<file path="src/rtl/icaf_pkg.sv">
`default_nettype none
// ----------------------------------------------------------------------------
// icaf_pkg
// Shared constants, types and the arctangent table for the attitude filter.
// ----------------------------------------------------------------------------
package icaf_pkg;

	localparam int unsigned AngleFracBitsDef = 16;
	localparam int unsigned CordicStepsDef   = 16;
	localparam int unsigned TabFrac          = 24;
	localparam int unsigned CordicW          = 34;
	localparam int unsigned BlendGW          = 34;
	localparam int unsigned CfgIdxW          = 4;
	localparam int unsigned CfgDataW         = 16;

	typedef enum logic [CfgIdxW-1:0] {
		REG_ACCEL_RANGE = 4'd0,
		REG_GYRO_RANGE  = 4'd1,
		REG_ACCEL_OFF_X = 4'd2,
		REG_ACCEL_OFF_Y = 4'd3,
		REG_ACCEL_OFF_Z = 4'd4,
		REG_GYRO_OFF_X  = 4'd5,
		REG_GYRO_OFF_Y  = 4'd6,
		REG_GYRO_OFF_Z  = 4'd7
	} cfg_reg_t;

	// Start and finish strobes between the sequencer and one engine.
	typedef struct packed {
		logic start;
	} eng_cmd_t;

	typedef struct packed {
		logic done;
	} eng_stat_t;

	// atan(2^-i) in degrees with TabFrac fraction bits.
	function automatic logic [31:0] atan_deg(input logic [4:0] i);
		logic [31:0] r;
		begin
			case (i)
				5'd0:  r = 32'd754974720;
				5'd1:  r = 32'd445687602;
				5'd2:  r = 32'd235489088;
				5'd3:  r = 32'd119537938;
				5'd4:  r = 32'd60000934;
				5'd5:  r = 32'd30029717;
				5'd6:  r = 32'd15018523;
				5'd7:  r = 32'd7509720;
				5'd8:  r = 32'd3754917;
				5'd9:  r = 32'd1877466;
				5'd10: r = 32'd938734;
				5'd11: r = 32'd469367;
				5'd12: r = 32'd234684;
				5'd13: r = 32'd117342;
				5'd14: r = 32'd58671;
				5'd15: r = 32'd29335;
				5'd16: r = 32'd14668;
				5'd17: r = 32'd7334;
				5'd18: r = 32'd3667;
				5'd19: r = 32'd1833;
				5'd20: r = 32'd917;
				5'd21: r = 32'd458;
				5'd22: r = 32'd229;
				5'd23: r = 32'd115;
				default: r = 32'd0;
			endcase
			return r;
		end
	endfunction

endpackage
`default_nettype wire

</file>
<file path="src/rtl/icaf_blend.sv">
`default_nettype none
// ----------------------------------------------------------------------------
// icaf_blend
// Computes (99*g + a)/100 rounded half away from zero, saturated to 32 bits.
// The divide by 100 runs one base-256 digit per cycle by reciprocal multiply.
// ----------------------------------------------------------------------------
module icaf_blend (
	input  wire                             clk,
	input  wire                             arst_n,
	input  wire icaf_pkg::eng_cmd_t         cmd,
	input  wire logic signed [icaf_pkg::BlendGW-1:0] g,
	input  wire logic signed [31:0]         a,
	output icaf_pkg::eng_stat_t             stat,
	output logic signed [31:0]              q
);
	import icaf_pkg::*;

	localparam int unsigned NW     = 42;
	localparam int unsigned DivW   = 48;
	localparam int unsigned Digits = DivW / 8;
	localparam int unsigned CntW   = $clog2(Digits + 1);
	// ceil(2^22 / 100); exact quotient for every partial value below 2^15.
	localparam logic [15:0] Recip  = 16'd41944;

	logic signed [NW-1:0] n;
	logic [NW-1:0] mag;
	logic [DivW-1:0] div_q, quo_q;
	logic [6:0] rem_q;
	logic [14:0] part, back;
	logic [30:0] prod;
	logic [7:0] qd;
	logic [CntW-1:0] cnt_q;
	logic busy_q, done_q, neg_q;
	logic signed [DivW:0] sq;

	assign n      = NW'(g) * NW'(99) + NW'(a);
	assign mag    = (n < 0) ? NW'(-n) + NW'(50) : NW'(n) + NW'(50);
	// Remainder so far followed by the next byte of the magnitude.
	assign part   = {rem_q, div_q[DivW-1 -: 8]};
	assign prod   = part * Recip;
	assign qd     = prod[29:22];
	assign back   = 15'(qd) * 15'd100;
	assign stat.done = done_q;

	always_ff @(posedge clk or negedge arst_n) begin
		if (!arst_n) begin
			busy_q <= 1'b0;
			done_q <= 1'b0;
			cnt_q  <= '0;
		end else begin
			done_q <= busy_q && !cmd.start && (cnt_q == CntW'(Digits - 1));
			if (cmd.start) begin
				busy_q <= 1'b1;
				cnt_q  <= '0;
			end else if (busy_q) begin
				if (cnt_q == CntW'(Digits - 1))
					busy_q <= 1'b0;
				cnt_q <= cnt_q + 1'b1;
			end
		end
	end

	always_ff @(posedge clk) begin
		if (cmd.start) begin
			div_q <= DivW'(mag);
			neg_q <= n < 0;
			rem_q <= '0;
			quo_q <= '0;
		end else if (busy_q) begin
			div_q <= {div_q[DivW-9:0], 8'd0};
			quo_q <= {quo_q[DivW-9:0], qd};
			rem_q <= 7'(part - back);
		end
	end

	always_comb begin
		sq = neg_q ? -$signed({1'b0, quo_q}) : $signed({1'b0, quo_q});
		if (sq > (DivW+1)'(32'sh7fffffff))
			q = 32'sh7fffffff;
		else if (sq < -(DivW+1)'(64'sh80000000))
			q = 32'sh80000000;
		else
			q = sq[31:0];
	end

endmodule
`default_nettype wire

</file>
<file path="config.mk">
export PLATFORM = sky130hd
export DESIGN_NAME = icaf_blend
export DESIGN_NICKNAME = d
export VERILOG_FILES = /design/src/rtl/icaf_pkg.sv /design/src/rtl/icaf_blend.sv
export SDC_FILE = /design/constraint.sdc
export NUM_CORES = 1
export LEC_CHECK = 0
export BUFFER_PORTS_ARGS = -buffer_cell sky130_fd_sc_hd__buf_2
export CAP_MARGIN = 10
export CORE_ASPECT_RATIO = 1.4
export CORE_MARGIN = 2
export CORE_UTILIZATION = 63
export CTS_BUF_LIST = sky130_fd_sc_hd__clkbuf_8
export DETAILED_ROUTE_END_ITERATION = 16
export HOLD_SLACK_MARGIN = 0.08
export PLACE_DENSITY_LB_ADDON = 0.08
export SLEW_MARGIN = 20
export SYNTH_ARGS = -nofsm -noshare
export SYNTH_HDL_FRONTEND = slang
export SYNTH_SLANG_ARGS = --single-unit
export TNS_END_PERCENT = 1
</file>
<file path="constraint.sdc">
create_clock -name clk -period 8 [get_ports clk]
set_input_delay 0.4 -clock clk [delete_from_list [all_inputs] [get_ports clk]]
set_output_delay 0.4 -clock clk [all_outputs]
set_load 0.01 [all_outputs]
</file>
# Word level (Yosys, flattened, before mapping)
# Cells that the tools add are included.
# W data, S select, Z words.
# totals
regBits	109
latchBits	0
ramBits	0
rom_bits	0
elab_cells	37
n_memories	0
# classes
addsub	7
multipliers	3
n_div	0
order_cmp	3
n_eq_ne	1
shift	0
muxes	11
n_bitwise	0
n_reduce_logical	4
# ops
op	n
$mux W42	3
$add A42 B7 Y42 const B	2
$mux W32	2
$gt A49 B32 Y1 const B	1
$lt A49 B32 Y1 const B	1
$mux W49	1
$neg A48 Y49	1
$add A42 B32 Y42	1
$lt A42 B1 Y1 const B	1
$mul A34 B8 Y42 const B	1
$neg A42 Y42	1
$mul A15 B13 Y27 const B	1
$mul A8 B5 Y5 const B	1
$sub A7 B7 Y7	1
$mux W3	2
$add A3 B1 Y3 const B	1
$eq A3 B3 Y1 const B	1
$mux W1	3
$logic_and A1 B1 Y1	2
$reduce_bool A2 Y1	1
$logic_not A1 Y1	1

# Longest topological paths before layout
# logic_depth
depth_word	6
depth_mapped	29
ltp_nobuf	29

# Least setup slack after synthesis
# Ideal clock, no wire load.
# synth_timing
path_type	register -> register
from	register rem_q[5]
to	register rem_q[6]
arrival_ns	5.919
t_required_ns	7.914
slack_ns	1.996
stages_incl_launch_ff	26
path_buffers	0
cell_sequence	dfxtp_1 -> ha_1 -> inv_1 -> fa_1 -> fa_1 -> inv_1 -> fa_1 -> fa_1 -> ha_1 -> a21o_1 -> a21o_1 -> a21o_1 -> a211oi_1 -> o21ai_0 -> a21oi_1 -> xnor2_1 -> ha_1 -> inv_1 -> fa_1 -> a21o_1 -> a21oi_1 -> xnor2_1 -> xnor2_1 -> xnor2_1 -> xnor2_1 -> a211oi_1
# synth_via
elab_chain_len	3
# synth_rtl
element	line_no	source
start, declared	icaf_blend.sv:28	logic [6:0] rem_q;
start signal, assigned	icaf_blend.sv:72	rem_q <= 7'(part - back);
$mul A15 B13 Y27	icaf_blend.sv:40	assign prod = part * Recip;
$mul A8 B5 Y5	icaf_blend.sv:42	assign back = 15'(qd) * 15'd100;
net back[2]	icaf_blend.sv:29	logic [14:0] part, back;
$sub A7 B7 Y7	icaf_blend.sv:72	
# The timed path passes the listed nets, and every way through them passes these cells.
# A chain may end at the register's enable or synchronous reset.

# Worst setup path in the final report
# layout_timing
from	register div_q[43]
to	register rem_q[6]
# layout_via
elab_chain_len	3
# layout_rtl
element	line_no	source
start, declared	icaf_blend.sv:27	logic [DivW-1:0] div_q, quo_q;
start signal, assigned	icaf_blend.sv:65	div_q <= DivW'(mag);
start signal, assigned	icaf_blend.sv:70	div_q <= {div_q[DivW-9:0], 8'd0};
$mul A15 B13 Y27	icaf_blend.sv:40	
net prod[25]	icaf_blend.sv:30	logic [30:0] prod;
$mul A8 B5 Y5	icaf_blend.sv:42	
$sub A7 B7 Y7	icaf_blend.sv:72	
# The timed path passes the listed nets, and every way through them passes these cells.

==> summary.md <==
| Metric | Value |
|---|---|
| Initial antenna violation count | `0` |
| Yosys reg bits | `approximately 110` |
| Max-cap violation count | `0` |
| Post-route antenna net violation count | `0` |
| Layout cells sized above 1 | `under 10%` |
| Mean Syn Cell Area | `8.83 µm²` |
| Placed wire-length estimate | `between 30 and 40 mm` |
| Outcome | `finished, final reports clean` |
| Post-Route Utilization | `between 60% and 70%` |
| Layout area overhead | `5.41%` |
| Root buffer cell | `clkbuf_8` |
| Post-layout min period | `roughly 6.7 ns` |
| DRT met1 WL | `16.6 mm` |
| Slack of the critical path | `approximately 1.3 ns` |
| CP required | `just over 8 ns` |
| Post-synth EDFFs | `43` |
| Clock Skew | `between 0.015 and 0.02 ns` |
| Die W | `approximately 150 µm` |
| Finish-stage setup viols | `0` |
| Final nets | `2565` |
| DR pass1 iterations | `6` |
| Clock sinks | `109` |
| Post-Route WL | `about 40 mm` |
| DR DRC count | `0` |
| Yosys warns | `0` |
| Initial drt markers | `around 700` |
| Clk Latency, worst-skew pair | `between 0.3 and 0.4 ns` |
| Longest Clk Path Bufs | `2` |
| Most frequent cells in the layout | `351 x inv_1, 256 x ha_1, 171 x fa_1, 152 x nor2_1, 100 x buf_2` |
| H-tree level count | `3` |
| Net count after synthesis | `between 2000 and 3000` |
| Main flop type after synthesis | `dfxtp_1` |
| Ant. Diodes | `0` |
| Via count of the routed design | `between 10000 and 15000` |
| Std-Cell Rows | `73` |
| Arr. time, crit path | `between 6 and 7 ns` |
| Hold crit path type | `in -> async` |
| Post-synthesis cell count | `2028` |
| Max Fclk | `0.150 GHz` |
| Critical path startpoint category | `flip-flop` |
| Met2 routed WL | `between 20 and 25 mm` |
| Distinct cell type count after synthesis | `91` |
| Largest net degree at the start of global routing | `73` |
| I/O pin total | `between 100 and 150` |
| TNS Setup | `0 ns` |
| Slew @ Worst Pin | `between 1 and 1.5 ns` |
| RSZ-0062 raised after global routing | `no` |
| Crit Path Class | `reg -> reg` |
| Initial core utilization | `63.4%` |
| Routed wire length on met3 | `843 µm` |
| Clk pin slew, worst setup/hold paths | `0.10 ns` |
| Overall routing resource usage | `roughly 28%` |
| Num CTS Buffers | `9` |
| Crit-path max cell delay | `0.65 ns` |
| Sequential share of the synthesized area | `approximately 15%` |
| Filler instances | `between 2000 and 2500` |
| Slew Limit Fails | `0` |
| Slowest CP cell | `dfxtp_1` |
| Total grt overflow | `0` |
| Setup crit end kind | `flip-flop` |
| Top Metal Used | `met4` |
| Total die area | `roughly 0.030 mm²` |
| First-pass GRT wire length | `about 69 mm` |
| Post-place setup slack | `approximately 1.1 ns` |
| Most frequent CP cell | `ha_1` |
| Avg WL per Cell | `16.6 µm` |
| Final Hold Viols | `0` |
| GPL Wtd Cong | `~0.93` |
| Via-to-Cell Ratio | `between 5 and 6` |
| Buffers added on ports | `~100` |
| Crit Path Max Fanout | `9` |
| Die Ht | `around 200 µm` |
| Gates resized, CTS repair | `0` |
| Vias in the first global route | `around 15000` |
| Normalized max-slew margin | `between 20 and 30%` |
| CTS tree | `built` |
| Hold Slack | `about 0.36 ns` |
| Post-Syn Area | `approximately 0.018 mm²` |
| Core area | `roughly 0.028 mm²` |
| Final worst-path cycle share | `83.6%` |
| Commonest non-fill, non-tap cell in the layout | `inv_1` |
| Async SR Flop Fraction | `about 4.6%` |
synthesized netlist by cell type, types with 16 or more instances:
cell / count / share of area, %
inv_1: 349 / 7.3
ha_1: 256 / 18
fa_1: 171 / 19
nor2_1: 152 / 3.2
o21ai_0: 96 / 2.7
a21oi_1: 84 / 2.3
nand2_1: 82 / 1.7
mux2i_1: 65 / 3.6
dfxtp_1: 61 / 6.8
xor2_1: 58 / 2.8
xnor2_1: 57 / 2.8
clkbuf_1: 49 / 1.0
edfxtp_1: 43 / 7.2
nor3_1: 32 / 0.89
nand3_1: 30 / 0.84
a21o_1: 29 / 1.2
or3_1: 24 / 0.84
a211oi_1: 23 / 0.96
o211ai_1: 21 / 0.88
nand4_1: 20 / 0.70
buf_2: 19 / 0.53
mux2_2: 19 / 1.2
nor4_1: 18 / 0.63
and3_1: 17 / 0.59
o21ai_1: 16 / 0.45
through the flow:
stage	cells	instance area, µm²
3_3_place_gp	2432	18600
6_report	2449	18900
3_5_place_dp	2432	18600
2_1_floorplan	2028	17900
4_1_cts	2449	18900
5_1_grt	2449	18900
final cells by class:
type / count / area, µm² / share of cell area [%]
clock buffers: 9 / 124 / 0.656
clock inverters: 7 / 115 / 0.610
inverters: 351 / 1320 / 6.98
multi-input cells: 1490 / 13600 / 72.3
flip-flops and latches: 109 / 2640 / 14.0
well taps: 375 / 469 / 2.49
repair buffers: 108 / 563 / 2.98
state kept, by name, indices dropped and copies added (netlist names):
signal  count
stat        1
rem_q       7
cnt_q       3
neg_q       1
quo_q      48
busy_q      1
div_q      48
critical path, delay by kind of cell (launching register included):
family	cells	cell delay, ns
buf+inv	3	0.17
flops	1	0.65
xor+xnor	4	0.61
compound gates	9	1.92
fa+ha+maj	8	2.99
simple gates	1	0.19
per-layer routing:
layer,global-route usage [%],vias up
li1,-,7052
met1,33.3,6960
met2,54.3,282
met3,1.16,70
met4,7.80,0
met5,0,-
final timing paths:
kind,cells past startpoint,start,slack [ns],endpoint
setup / recovery,25,div_q[43]$_SDFFE_PP0P_,1.31,rem_q[6]$_SDFFE_PP0P_
hold / removal,2,arst_n,0.36,cnt_q[0]$_DFFE_PN0P_
setup reg to reg,25,div_q[43]$_SDFFE_PP0P_,1.31,rem_q[6]$_SDFFE_PP0P_
hold reg to reg,2,div_q[34]$_DFFE_PP_,0.50,div_q[42]$_SDFFE_PP0P_
max in group asynchronous,2,arst_n,7.49,busy_q$_DFF_PN0_
min in group clk,2,cmd,0.45,quo_q[34]$_SDFFE_PP0P_
kinds of logic after synthesis:
family	count (synthesis)	synth area share, %
buffers and inverters	429	9.18
and+or+nand+nor	462	13.6
xor gates and xnor gates	116	5.78
AOI/OAI and AO/OA	401	14.9
muxes	84	4.83
adders and majority gates	427	37.0
DFF	109	14.7
what timing repair did:
action,4_1_cts,5_1_grt
hold buffers,1,0
hold endpoints to repair,5,0
setup buffers,0,0
Power is not shown: default switching activity piles up to over one toggle a cycle in this logic, so the estimate is an artifact.
