[src/rtl/icaf_pkg.sv]
`default_nettype none
// ----------------------------------------------------------------------------
// icaf_pkg
// Shared constants, types and the arctangent table for the attitude filter.
// ----------------------------------------------------------------------------
package icaf_pkg;

	localparam int unsigned AngleFracBitsDef = 16;
	localparam int unsigned CordicStepsDef   = 16;
	localparam int unsigned TabFrac          = 24;
	localparam int unsigned CordicW          = 34;
	localparam int unsigned BlendGW          = 34;
	localparam int unsigned CfgIdxW          = 4;
	localparam int unsigned CfgDataW         = 16;

	typedef enum logic [CfgIdxW-1:0] {
		REG_ACCEL_RANGE = 4'd0,
		REG_GYRO_RANGE  = 4'd1,
		REG_ACCEL_OFF_X = 4'd2,
		REG_ACCEL_OFF_Y = 4'd3,
		REG_ACCEL_OFF_Z = 4'd4,
		REG_GYRO_OFF_X  = 4'd5,
		REG_GYRO_OFF_Y  = 4'd6,
		REG_GYRO_OFF_Z  = 4'd7
	} cfg_reg_t;

	// Start and finish strobes between the sequencer and one engine.
	typedef struct packed {
		logic start;
	} eng_cmd_t;

	typedef struct packed {
		logic done;
	} eng_stat_t;

	// atan(2^-i) in degrees with TabFrac fraction bits.
	function automatic logic [31:0] atan_deg(input logic [4:0] i);
		logic [31:0] r;
		begin
			case (i)
				5'd0:  r = 32'd754974720;
				5'd1:  r = 32'd445687602;
				5'd2:  r = 32'd235489088;
				5'd3:  r = 32'd119537938;
				5'd4:  r = 32'd60000934;
				5'd5:  r = 32'd30029717;
				5'd6:  r = 32'd15018523;
				5'd7:  r = 32'd7509720;
				5'd8:  r = 32'd3754917;
				5'd9:  r = 32'd1877466;
				5'd10: r = 32'd938734;
				5'd11: r = 32'd469367;
				5'd12: r = 32'd234684;
				5'd13: r = 32'd117342;
				5'd14: r = 32'd58671;
				5'd15: r = 32'd29335;
				5'd16: r = 32'd14668;
				5'd17: r = 32'd7334;
				5'd18: r = 32'd3667;
				5'd19: r = 32'd1833;
				5'd20: r = 32'd917;
				5'd21: r = 32'd458;
				5'd22: r = 32'd229;
				5'd23: r = 32'd115;
				default: r = 32'd0;
			endcase
			return r;
		end
	endfunction

endpackage
`default_nettype wire

[src/rtl/icaf_cordic.sv]
`default_nettype none
// ----------------------------------------------------------------------------
// icaf_cordic
// Iterative vectoring CORDIC: atan2(y, x) in degrees, one step per cycle.
// ----------------------------------------------------------------------------
module icaf_cordic #(
	parameter int unsigned ANGLE_FRAC_BITS = 16,
	parameter int unsigned CORDIC_STEPS    = 16
) (
	input  wire                   clk,
	input  wire                   arst_n,
	input  wire icaf_pkg::eng_cmd_t cmd,
	input  wire logic signed [16:0] y_in,
	input  wire logic signed [16:0] x_in,
	output icaf_pkg::eng_stat_t   stat,
	output logic signed [31:0]    angle
);
	import icaf_pkg::*;

	localparam int unsigned CntW = $clog2(CORDIC_STEPS + 1);
	localparam int unsigned Drop = TabFrac - ANGLE_FRAC_BITS;

	logic signed [CordicW-1:0] x_q, y_q, z_q, xs, ys, dx, dy, zr;
	logic [CntW-1:0] cnt_q;
	logic busy_q, zero_q, done_q;

	assign dx = y_q >>> cnt_q;
	assign dy = x_q >>> cnt_q;
	assign zr = (z_q + (CordicW'(1) <<< (Drop - 1))) >>> Drop;
	assign stat.done = done_q;

	always_comb begin
		xs = CordicW'(x_in) <<< 14;
		ys = CordicW'(y_in) <<< 14;
	end

	always_ff @(posedge clk or negedge arst_n) begin
		if (!arst_n) begin
			busy_q <= 1'b0;
			done_q <= 1'b0;
			cnt_q  <= '0;
		end else begin
			done_q <= busy_q && !cmd.start && (cnt_q == CntW'(CORDIC_STEPS - 1));
			if (cmd.start) begin
				busy_q <= 1'b1;
				cnt_q  <= '0;
			end else if (busy_q) begin
				if (cnt_q == CntW'(CORDIC_STEPS - 1))
					busy_q <= 1'b0;
				cnt_q <= cnt_q + 1'b1;
			end
		end
	end

	always_ff @(posedge clk) begin
		if (cmd.start) begin
			zero_q <= (x_in == '0) && (y_in == '0);
			if (x_in < 0) begin
				if (y_in >= 0) begin
					x_q <= ys;
					y_q <= -xs;
					z_q <= CordicW'(90) <<< TabFrac;
				end else begin
					x_q <= -ys;
					y_q <= xs;
					z_q <= -(CordicW'(90) <<< TabFrac);
				end
			end else begin
				x_q <= xs;
				y_q <= ys;
				z_q <= '0;
			end
		end else if (busy_q) begin
			if (y_q >= 0) begin
				x_q <= x_q + dx;
				y_q <= y_q - dy;
				z_q <= z_q + CordicW'(atan_deg(5'(cnt_q)));
			end else begin
				x_q <= x_q - dx;
				y_q <= y_q + dy;
				z_q <= z_q - CordicW'(atan_deg(5'(cnt_q)));
			end
		end
	end

	assign angle = zero_q ? 32'sd0 : zr[31:0];

endmodule
`default_nettype wire

[config.mk]
export PLATFORM = sky130hd
export DESIGN_NAME = icaf_cordic
export DESIGN_NICKNAME = d
export VERILOG_FILES = /design/src/rtl/icaf_pkg.sv /design/src/rtl/icaf_cordic.sv
export SDC_FILE = /design/constraint.sdc
export NUM_CORES = 1
export LEC_CHECK = 0
export BUFFER_PORTS_ARGS = -buffer_cell sky130_fd_sc_hd__buf_2
export CAP_MARGIN = 30
export CORE_AREA = 2 2 193 195
export DETAILED_ROUTE_END_ITERATION = 16
export DIE_AREA = 0 0 195 197
export PLACE_DENSITY = 0.66
export SETUP_SLACK_MARGIN = 0.05
export SYNTH_ARGS = -nofsm -noshare
export SYNTH_HDL_FRONTEND = slang
export SYNTH_SLANG_ARGS = --single-unit
[constraint.sdc]
create_clock -name clk -period 19.4 [get_ports clk]
set_input_delay 2.91 -clock clk [delete_from_list [all_inputs] [get_ports clk]]
set_output_delay 2.91 -clock clk [all_outputs]
set_load 0.01 [all_outputs]
# Word level (Yosys, flattened, before mapping)
# Memory sizes are Yosys's and may differ from the RTL's.
# Index checks and enable logic that the tools add are counted.
[op_classes]
n_addsub = 10
order_cmp = 3
eq_ne = 1
shift = 2
n_mux = 27
reduce_logical = 7
[ops]
columns = ["op", "count"]
rows = [
  ["$mux W34", 15],
  ["$mux W32", 7],
  ["$add A34 B34 Y34", 2],
  ["$neg A31 Y34", 2],
  ["$sshr A34 B5 Y34", 2],
  ["$sub A34 B34 Y34", 2],
  ["$add A34 B32 Y34", 1],
  ["$add A34 B9 Y34 const B", 1],
  ["$ge A34 B1 Y1 const B", 1],
  ["$logic_not A17 Y1", 2],
  ["$sub A34 B32 Y34", 1],
  ["$ge A17 B1 Y1 const B", 1],
  ["$lt A17 B1 Y1 const B", 1],
  ["$mux W5", 2],
  ["$add A5 B1 Y5 const B", 1],
  ["$eq A5 B4 Y1 const B", 1],
  ["$logic_and A1 B1 Y1", 3],
  ["$mux W1", 3],
  ["$reduce_bool A2 Y1", 1],
  ["$logic_not A1 Y1", 1],
]
[totals]
ff_bits = 110
rom_bits = 1920
in_bits = 37
out_inout_bits = 33
mem_count = 2
[mem_list]
columns = ["name", "depth", "width", "read_ports", "rd_ports_with_merged_regs", "write_ports", "line", "text"]
rows = [
  ["(no name shown)", 32, 30, 1, 0, 0, "icaf_pkg.sv:40", "case (i)"],
  ["(no name shown)", 32, 30, 1, 0, 0, "icaf_pkg.sv:40", ""],
]

# Longest topological paths before layout
[logic_depth]
ltp_word = 8
mapped_depth = 31
ltp_nobuf = 23

# Worst setup path after synthesis
# No wires, ideal clock.
[synth_timing]
path_kind = "register to register"
start = "reg cnt_q[0]"
end = "reg z_q[32] (data pin)"
setup_time_ps = 267
t_arrival_ps = 6780
required_ps = 19133
slack_ps = 12353
path_stages_with_launch = 28
path_buffers = 4
period_less_slack_ps = 7047
path_cell_list = "dfrtp_1 -> buf_2 -> buf_2 -> inv_2 -> buf_1 -> clkbuf_1 -> ha_1 -> nor2b_1 -> a21oi_1 -> mux2i_1 -> a21oi_1 -> ha_1 -> nand2_1 -> or4_1 -> or2_2 -> o21ai_0 -> xnor2_1 -> ha_1 -> inv_1 -> o21ai_0 -> a221o_1 -> nor3_1 -> o21a_1 -> or4b_2 -> a31oi_1 -> a31oi_1 -> xor2_1 -> o21ai_0"
[synth_between]
elab_chain_cells = 8
[synth_rtl]
columns = ["item", "line", "text"]
rows = [
  ["start: declaration", "icaf_cordic.sv:24", "logic [CntW-1:0] cnt_q;"],
  ["start signal: assignment", "icaf_cordic.sv:50", "cnt_q <= cnt_q + 1'b1;"],
  ["$mem_v2 Z32 W30", "-", ""],
  ["$mux W32", "icaf_cordic.sv:74", "if (y_q >= 0) begin"],
  ["$mux W32", "icaf_cordic.sv:73", "end else if (busy_q) begin"],
  ["$mux W32", "icaf_cordic.sv:56", "if (cmd.start) begin"],
  ["$sub A34 B32 Y34 / $add A34 B32 Y34 (equally long branches)", "icaf_cordic.sv:81, icaf_cordic.sv:77", ""],
  ["$mux W34 (*)", "icaf_cordic.sv:74", ""],
  ["$mux W34 (*)", "icaf_cordic.sv:73", ""],
  ["$mux W34 (*)", "icaf_cordic.sv:56", ""],
  ["end signal: assignment", "icaf_cordic.sv:62", "z_q <= CordicW'(90) <<< TabFrac;"],
  ["end signal: assignment", "icaf_cordic.sv:77", "z_q <= z_q + CordicW'(atan_deg(5'(cnt_q)));"],
  ["end signal: assignment", "icaf_cordic.sv:81", "z_q <= z_q - CordicW'(atan_deg(5'(cnt_q)));"],
  ["end: declaration", "icaf_cordic.sv:23", "logic signed [CordicW-1:0] x_q, y_q, z_q, xs, ys, dx, dy, zr;"],
]
# Mark *: on every way between the ends. The rest lies on a longest branch, timed or not. The select of a mux whose other input is x is not followed.
# A chain may end at the register's enable or synchronous reset.

# Worst setup path after layout
[layout_timing]
start = "reg cnt_q[2]"
end = "reg x_q[29] (data pin)"
[layout_between]
elab_chain_cells = 5
[layout_rtl]
columns = ["item", "line", "text"]
rows = [
  ["$sshr A34 B5 Y34 (*)", "icaf_cordic.sv:27", "assign dx = y_q >>> cnt_q;"],
  ["$sub A34 B34 Y34 / $add A34 B34 Y34 (equally long branches)", "icaf_cordic.sv:79, icaf_cordic.sv:75", ""],
  ["$mux W34 (*)", "icaf_cordic.sv:74", ""],
  ["$mux W34 (*)", "icaf_cordic.sv:73", ""],
  ["$mux W34 (*)", "icaf_cordic.sv:56", ""],
  ["end signal: assignment", "icaf_cordic.sv:60", "x_q <= ys;"],
  ["end signal: assignment", "icaf_cordic.sv:75", "x_q <= x_q + dx;"],
  ["end signal: assignment", "icaf_cordic.sv:79", "x_q <= x_q - dx;"],
  ["end: declaration", "icaf_cordic.sv:23", ""],
]
# Marked as above.

==> impl_results.html <==
<table>
<tr><th>Metric</th><th>Value</th></tr>
<tr><th colspan="2">Worst hold path</th></tr>
<tr><td>Worst Hold Launch</td><td>busy_q$_DFF_PN0_</td></tr>
<tr><td>Classification of the worst-slack hold path</td><td>reg2reg</td></tr>
<tr><th colspan="2">Detailed routing</th></tr>
<tr><td>First DRT Iteration DRCs</td><td>1829</td></tr>
<tr><td>Vias</td><td>17700</td></tr>
<tr><td>Antenna Violating Nets Remaining</td><td>0</td></tr>
<tr><td>Routed wire length per instance</td><td>24.5 um</td></tr>
<tr><td>First-pass detailed-route iteration total</td><td>6</td></tr>
<tr><td>Count of unresolved DRC violations after routing</td><td>0</td></tr>
<tr><td>Total wire length after detailed routing</td><td>64000 um</td></tr>
<tr><td>Average vias per placed instance</td><td>6.78</td></tr>
<tr><th colspan="2">Clock tree</th></tr>
<tr><td>Number of clock sinks seen by CTS</td><td>110</td></tr>
<tr><td>Clk pin slew, worst setup/hold paths</td><td>0.07 ns</td></tr>
<tr><td>Clock latency on the worst-skew pair</td><td>0.40 ns</td></tr>
<tr><td>Cts bufs inserted</td><td>9</td></tr>
<tr><td>Root buffer cell</td><td>clkbuf_16</td></tr>
<tr><td>Post-CTS setup-driven buffer insertion count</td><td>0</td></tr>
<tr><td>Total number of H-tree levels</td><td>3</td></tr>
<tr><td>Post-CTS sizing</td><td>0</td></tr>
<tr><td>TritonCTS clock tree</td><td>built</td></tr>
<tr><td>Maximum buffer depth of the clock tree</td><td>2</td></tr>
<tr><td>Number of buffers added to fix hold violations after cts</td><td>0</td></tr>
<tr><th colspan="2">Yosys</th></tr>
<tr><td>Top post-synthesis cells by area</td><td>edfxtp_1 17%, ha_1 8.1%, mux4_2 7.0%, xnor2_1 5.5%, nor2_1 4.6%</td></tr>
<tr><td>Most used standard cell by instance count after synthesis</td><td>nor2_1</td></tr>
<tr><td>Post-synthesis cell type with the largest combined area</td><td>edfxtp_1</td></tr>
<tr><td>Synth Area in Adders</td><td>0.0845</td></tr>
<tr><td>Count of distinct cell types in the synthesized netlist</td><td>91</td></tr>
<tr><td>Commonest register cell after synthesis</td><td>edfxtp_1</td></tr>
<tr><td>Combinational family with the most area after synthesis</td><td>compound AO/OA/AOI/OAI gates</td></tr>
<tr><td>Synthesized-area fraction occupied by and/or/nand/nor cells</td><td>0.192</td></tr>
<tr><td>Post-synthesis async set-or-reset flop share</td><td>0.0636</td></tr>
<tr><td>Fraction of post-synthesis cell area in the top cell type by area</td><td>0.171</td></tr>
<tr><td>Post-synthesis average cell area</td><td>8.31 um2</td></tr>
<tr><td>Netlist area before placement</td><td>0.0180 mm2</td></tr>
<tr><td>Synth Area in XOR/XNOR</td><td>0.101</td></tr>
<tr><td>Synth Area in Compound Gates</td><td>0.228</td></tr>
<tr><td>Sequential area share after synthesis</td><td>0.181</td></tr>
<tr><td>Nets in the synthesized netlist</td><td>2327</td></tr>
<tr><td>Multiplexer share of the synthesized area</td><td>0.160</td></tr>
<tr><td>Number of flip-flops and latches in the synthesized netlist</td><td>110</td></tr>
<tr><td>Post-Syn Instances</td><td>2170</td></tr>
<tr><td>Number of enable-type register cells in the synthesized netlist</td><td>103</td></tr>
<tr><td>Yosys warns</td><td>0</td></tr>
<tr><td>Top cell types by occurrence after synthesis</td><td>220 x nor2_1, 182 x nand2_1, 154 x a21oi_1</td></tr>
<tr><th colspan="2">Timing</th></tr>
<tr><td>Total negative slack</td><td>0 ns</td></tr>
<tr><td>Slew @ Worst Pin</td><td>1.11 ns</td></tr>
<tr><td>Relative max-transition margin</td><td>0.261</td></tr>
<tr><td>Period utilisation layout</td><td>0.405</td></tr>
<tr><td>Final Max Tran Viols</td><td>0</td></tr>
<tr><td>RSZ-0062 raised after global routing</td><td>no</td></tr>
<tr><td>Max Clk Rate</td><td>127 MHz</td></tr>
<tr><td>Worst clock skew on the final layout</td><td>0.0148 ns</td></tr>
<tr><td>Min cycle time layout</td><td>7.86 ns</td></tr>
<tr><td>Hold Violations, Final</td><td>0</td></tr>
<tr><td>Smallest setup slack after layout</td><td>11.54 ns</td></tr>
<tr><td>Final-report setup violation count</td><td>0</td></tr>
<tr><th colspan="2">Worst setup path</th></tr>
<tr><td>Cell with the biggest individual delay on the critical path</td><td>dfrtp_4</td></tr>
<tr><td>CP startpoint kind</td><td>flop</td></tr>
<tr><td>Critical register-to-register path endpoint</td><td>x_q[29]$_DFFE_PP_</td></tr>
<tr><td>Cell count along the critical path</td><td>20</td></tr>
<tr><td>Slack of the worst reg-to-reg path</td><td>11.54 ns</td></tr>
<tr><td>Worst r2r src</td><td>cnt_q[2]$_DFFE_PN0P_</td></tr>
<tr><td>Class of the most critical setup path</td><td>reg2reg</td></tr>
<tr><td>Required @ worst endpoint</td><td>19.52 ns</td></tr>
<tr><td>Most used cell along the critical path</td><td>a21o_1</td></tr>
<tr><td>Top cell family by delay on the critical path</td><td>compound AO/OA/AOI/OAI gates</td></tr>
<tr><td>CP endpoint</td><td>x_q[29]$_DFFE_PP_</td></tr>
<tr><td>R2r worst-path depth</td><td>20</td></tr>
<tr><td>CP bufs+invs</td><td>2</td></tr>
<tr><td>CP Data Arrival Time</td><td>7.98 ns</td></tr>
<tr><td>Timing startpoint of the critical path</td><td>cnt_q[2]$_DFFE_PN0P_</td></tr>
<tr><td>Highest cell delay on the worst timing path</td><td>0.89 ns</td></tr>
<tr><td>Kind of capture point of the worst setup path</td><td>flop</td></tr>
<tr><td>CP Cell Sequence</td><td>buf_4, inv_1, a21o_1, mux4_2, or3_1, nand4bb_1, or2_2, o31ai_1, xor2_1, ha_1, a21o_1, a21o_1, a221o_1, a41o_1, o31ai_1, o221ai_1, a21o_1, a21oi_1, xor2_1, o21ai_0</td></tr>
<tr><td>Worst-path maximum fanout</td><td>67</td></tr>
<tr><th colspan="2">Placed design</th></tr>
<tr><td>Count of buffers inserted at the top-level ports</td><td>69</td></tr>
<tr><td>Placed cell areas</td><td>0.0184 mm2</td></tr>
<tr><td>Post-place setup slack</td><td>11.65 ns</td></tr>
<tr><td>Last weighted congestion value of the routability-driven placer</td><td>1.04</td></tr>
<tr><td>DP HPWL</td><td>48100 um</td></tr>
<tr><th colspan="2">Floorplanning</th></tr>
<tr><td>DIE WIDTH</td><td>195 um</td></tr>
<tr><td>I/O Pins</td><td>70</td></tr>
<tr><td>Die ar.</td><td>0.0384 mm2</td></tr>
<tr><td>Die height</td><td>197 um</td></tr>
<tr><td>Initial Util</td><td>0.497</td></tr>
<tr><td>Core area</td><td>0.0363 mm2</td></tr>
<tr><td>Count of standard-cell rows</td><td>70</td></tr>
<tr><th colspan="2">Cells and area</th></tr>
<tr><td>Final design area excluding fillers</td><td>0.0187 mm2</td></tr>
<tr><td>Number of nets at the end of the flow</td><td>2291</td></tr>
<tr><td>N_diodes</td><td>0</td></tr>
<tr><td>Share of post-route cells with drive strength above 1</td><td>0.117</td></tr>
<tr><td>Area grow syn2layout</td><td>3.70%</td></tr>
<tr><th colspan="2">Pwr</th></tr>
<tr><td>Maximum vdd drop</td><td>0.000129 V</td></tr>
<tr><td>Lkg Pwr</td><td>7.39 nW</td></tr>
<tr><td>Total power draw</td><td>3.99 mW</td></tr>
<tr><td>Total power per unit cell area</td><td>213 mW/mm2</td></tr>
<tr><th colspan="2">GRT</th></tr>
<tr><td>Number of global-route vias before repair</td><td>16800</td></tr>
<tr><td>Total Routing Usage GR</td><td>0.332</td></tr>
<tr><td>Pin count of the biggest net entering global routing</td><td>83</td></tr>
<tr><td>Number of antenna violations at the first check in global routing</td><td>0</td></tr>
<tr><td>First-pass GRT wire length</td><td>99000 um</td></tr>
<tr><td>Total overflow reported by the global router</td><td>0</td></tr>
<tr><th colspan="2">Job</th></tr>
<tr><td>Maximum Capacitance Violations</td><td>0</td></tr>
<tr><th colspan="2">Status</th></tr>
<tr><td>Run status</td><td>finished, final reports clean</td></tr>
</table>
## cells in the final DEF (no fill, tap or decap), types with 40 or more instances in the layout
cell type / count
ha_1: 117
a21oi_1: 154
nor2_1: 220
mux2i_1: 74
xor2_1: 94
mux4_2: 56
inv_1: 53
o21ai_0: 150
nor3_1: 61
nand3_1: 62
a21o_1: 40
edfxtp_1: 103
xnor2_1: 114
buf_2: 69
nand2_1: 181
mux2_2: 42
## worst min-delay path by stage
stage	to	cells after the start
global route	cnt_q[4]$_DFFE_PN0P_	1
detailed placement	cnt_q[4]$_DFFE_PN0P_	1
global placement	cnt_q[4]$_DFFE_PN0P_	1
finish	cnt_q[4]$_DFFE_PN0P_	1
floorplan	z_q[0]$_SDFFCE_PP0P_	2
CTS	cnt_q[4]$_DFFE_PN0P_	1
## final cells by class
cell class / count / area, um2
Multi-Input combinational cell: 1864 / 13800
Clock buffer: 10 / 229
Inverter: 56 / 210
Clock inverter: 5 / 51.3
Tap cell: 468 / 586
Timing Repair Buffer: 93 / 526
Sequential cell: 110 / 3280
Fill cell: 3472 / 17600
## power breakdown
part	internal [mW]	switching (mW)	total (mW)	leakage, nW
registers	0.436	0.223	0.659	1.24
clock network	0.0987	0.0983	0.197	0.137
logic	1.34	1.80	3.14	6.02
## sequential cells by signal, summed over array words and instances (netlist names)
register and count:
cnt_q 5, z_q 34, stat 1, zero_q 1, busy_q 1, y_q 34, x_q 34
## cell families after synthesis
group                      count (synthesis)
and+or+nand+nor                          720
buffers and inverters                    196
AOI/OAI and AO/OA                        628
muxes                                    188
DFF                                      110
adders and majority gates                120
xor gates and xnor gates                 208
## through the flow
step,util,hold slack [ns],std cells
global placement,0.508,0.643,2590
finish,0.516,0.667,2606
detailed placement,0.508,0.648,2591
floorplan,-,0.634,2170
CTS,0.516,0.659,2606
global route,0.516,0.678,2606
## layer usage
layer	wire [um]	track usage	vias up
met2	29500	0.546	925
met4	3090	0.158	0
met1	26000	0.423	8429
met5	0	0.00511	-
met3	5410	0.0599	196
li1	-	-	8122
(Power assumes the default switching activity.)
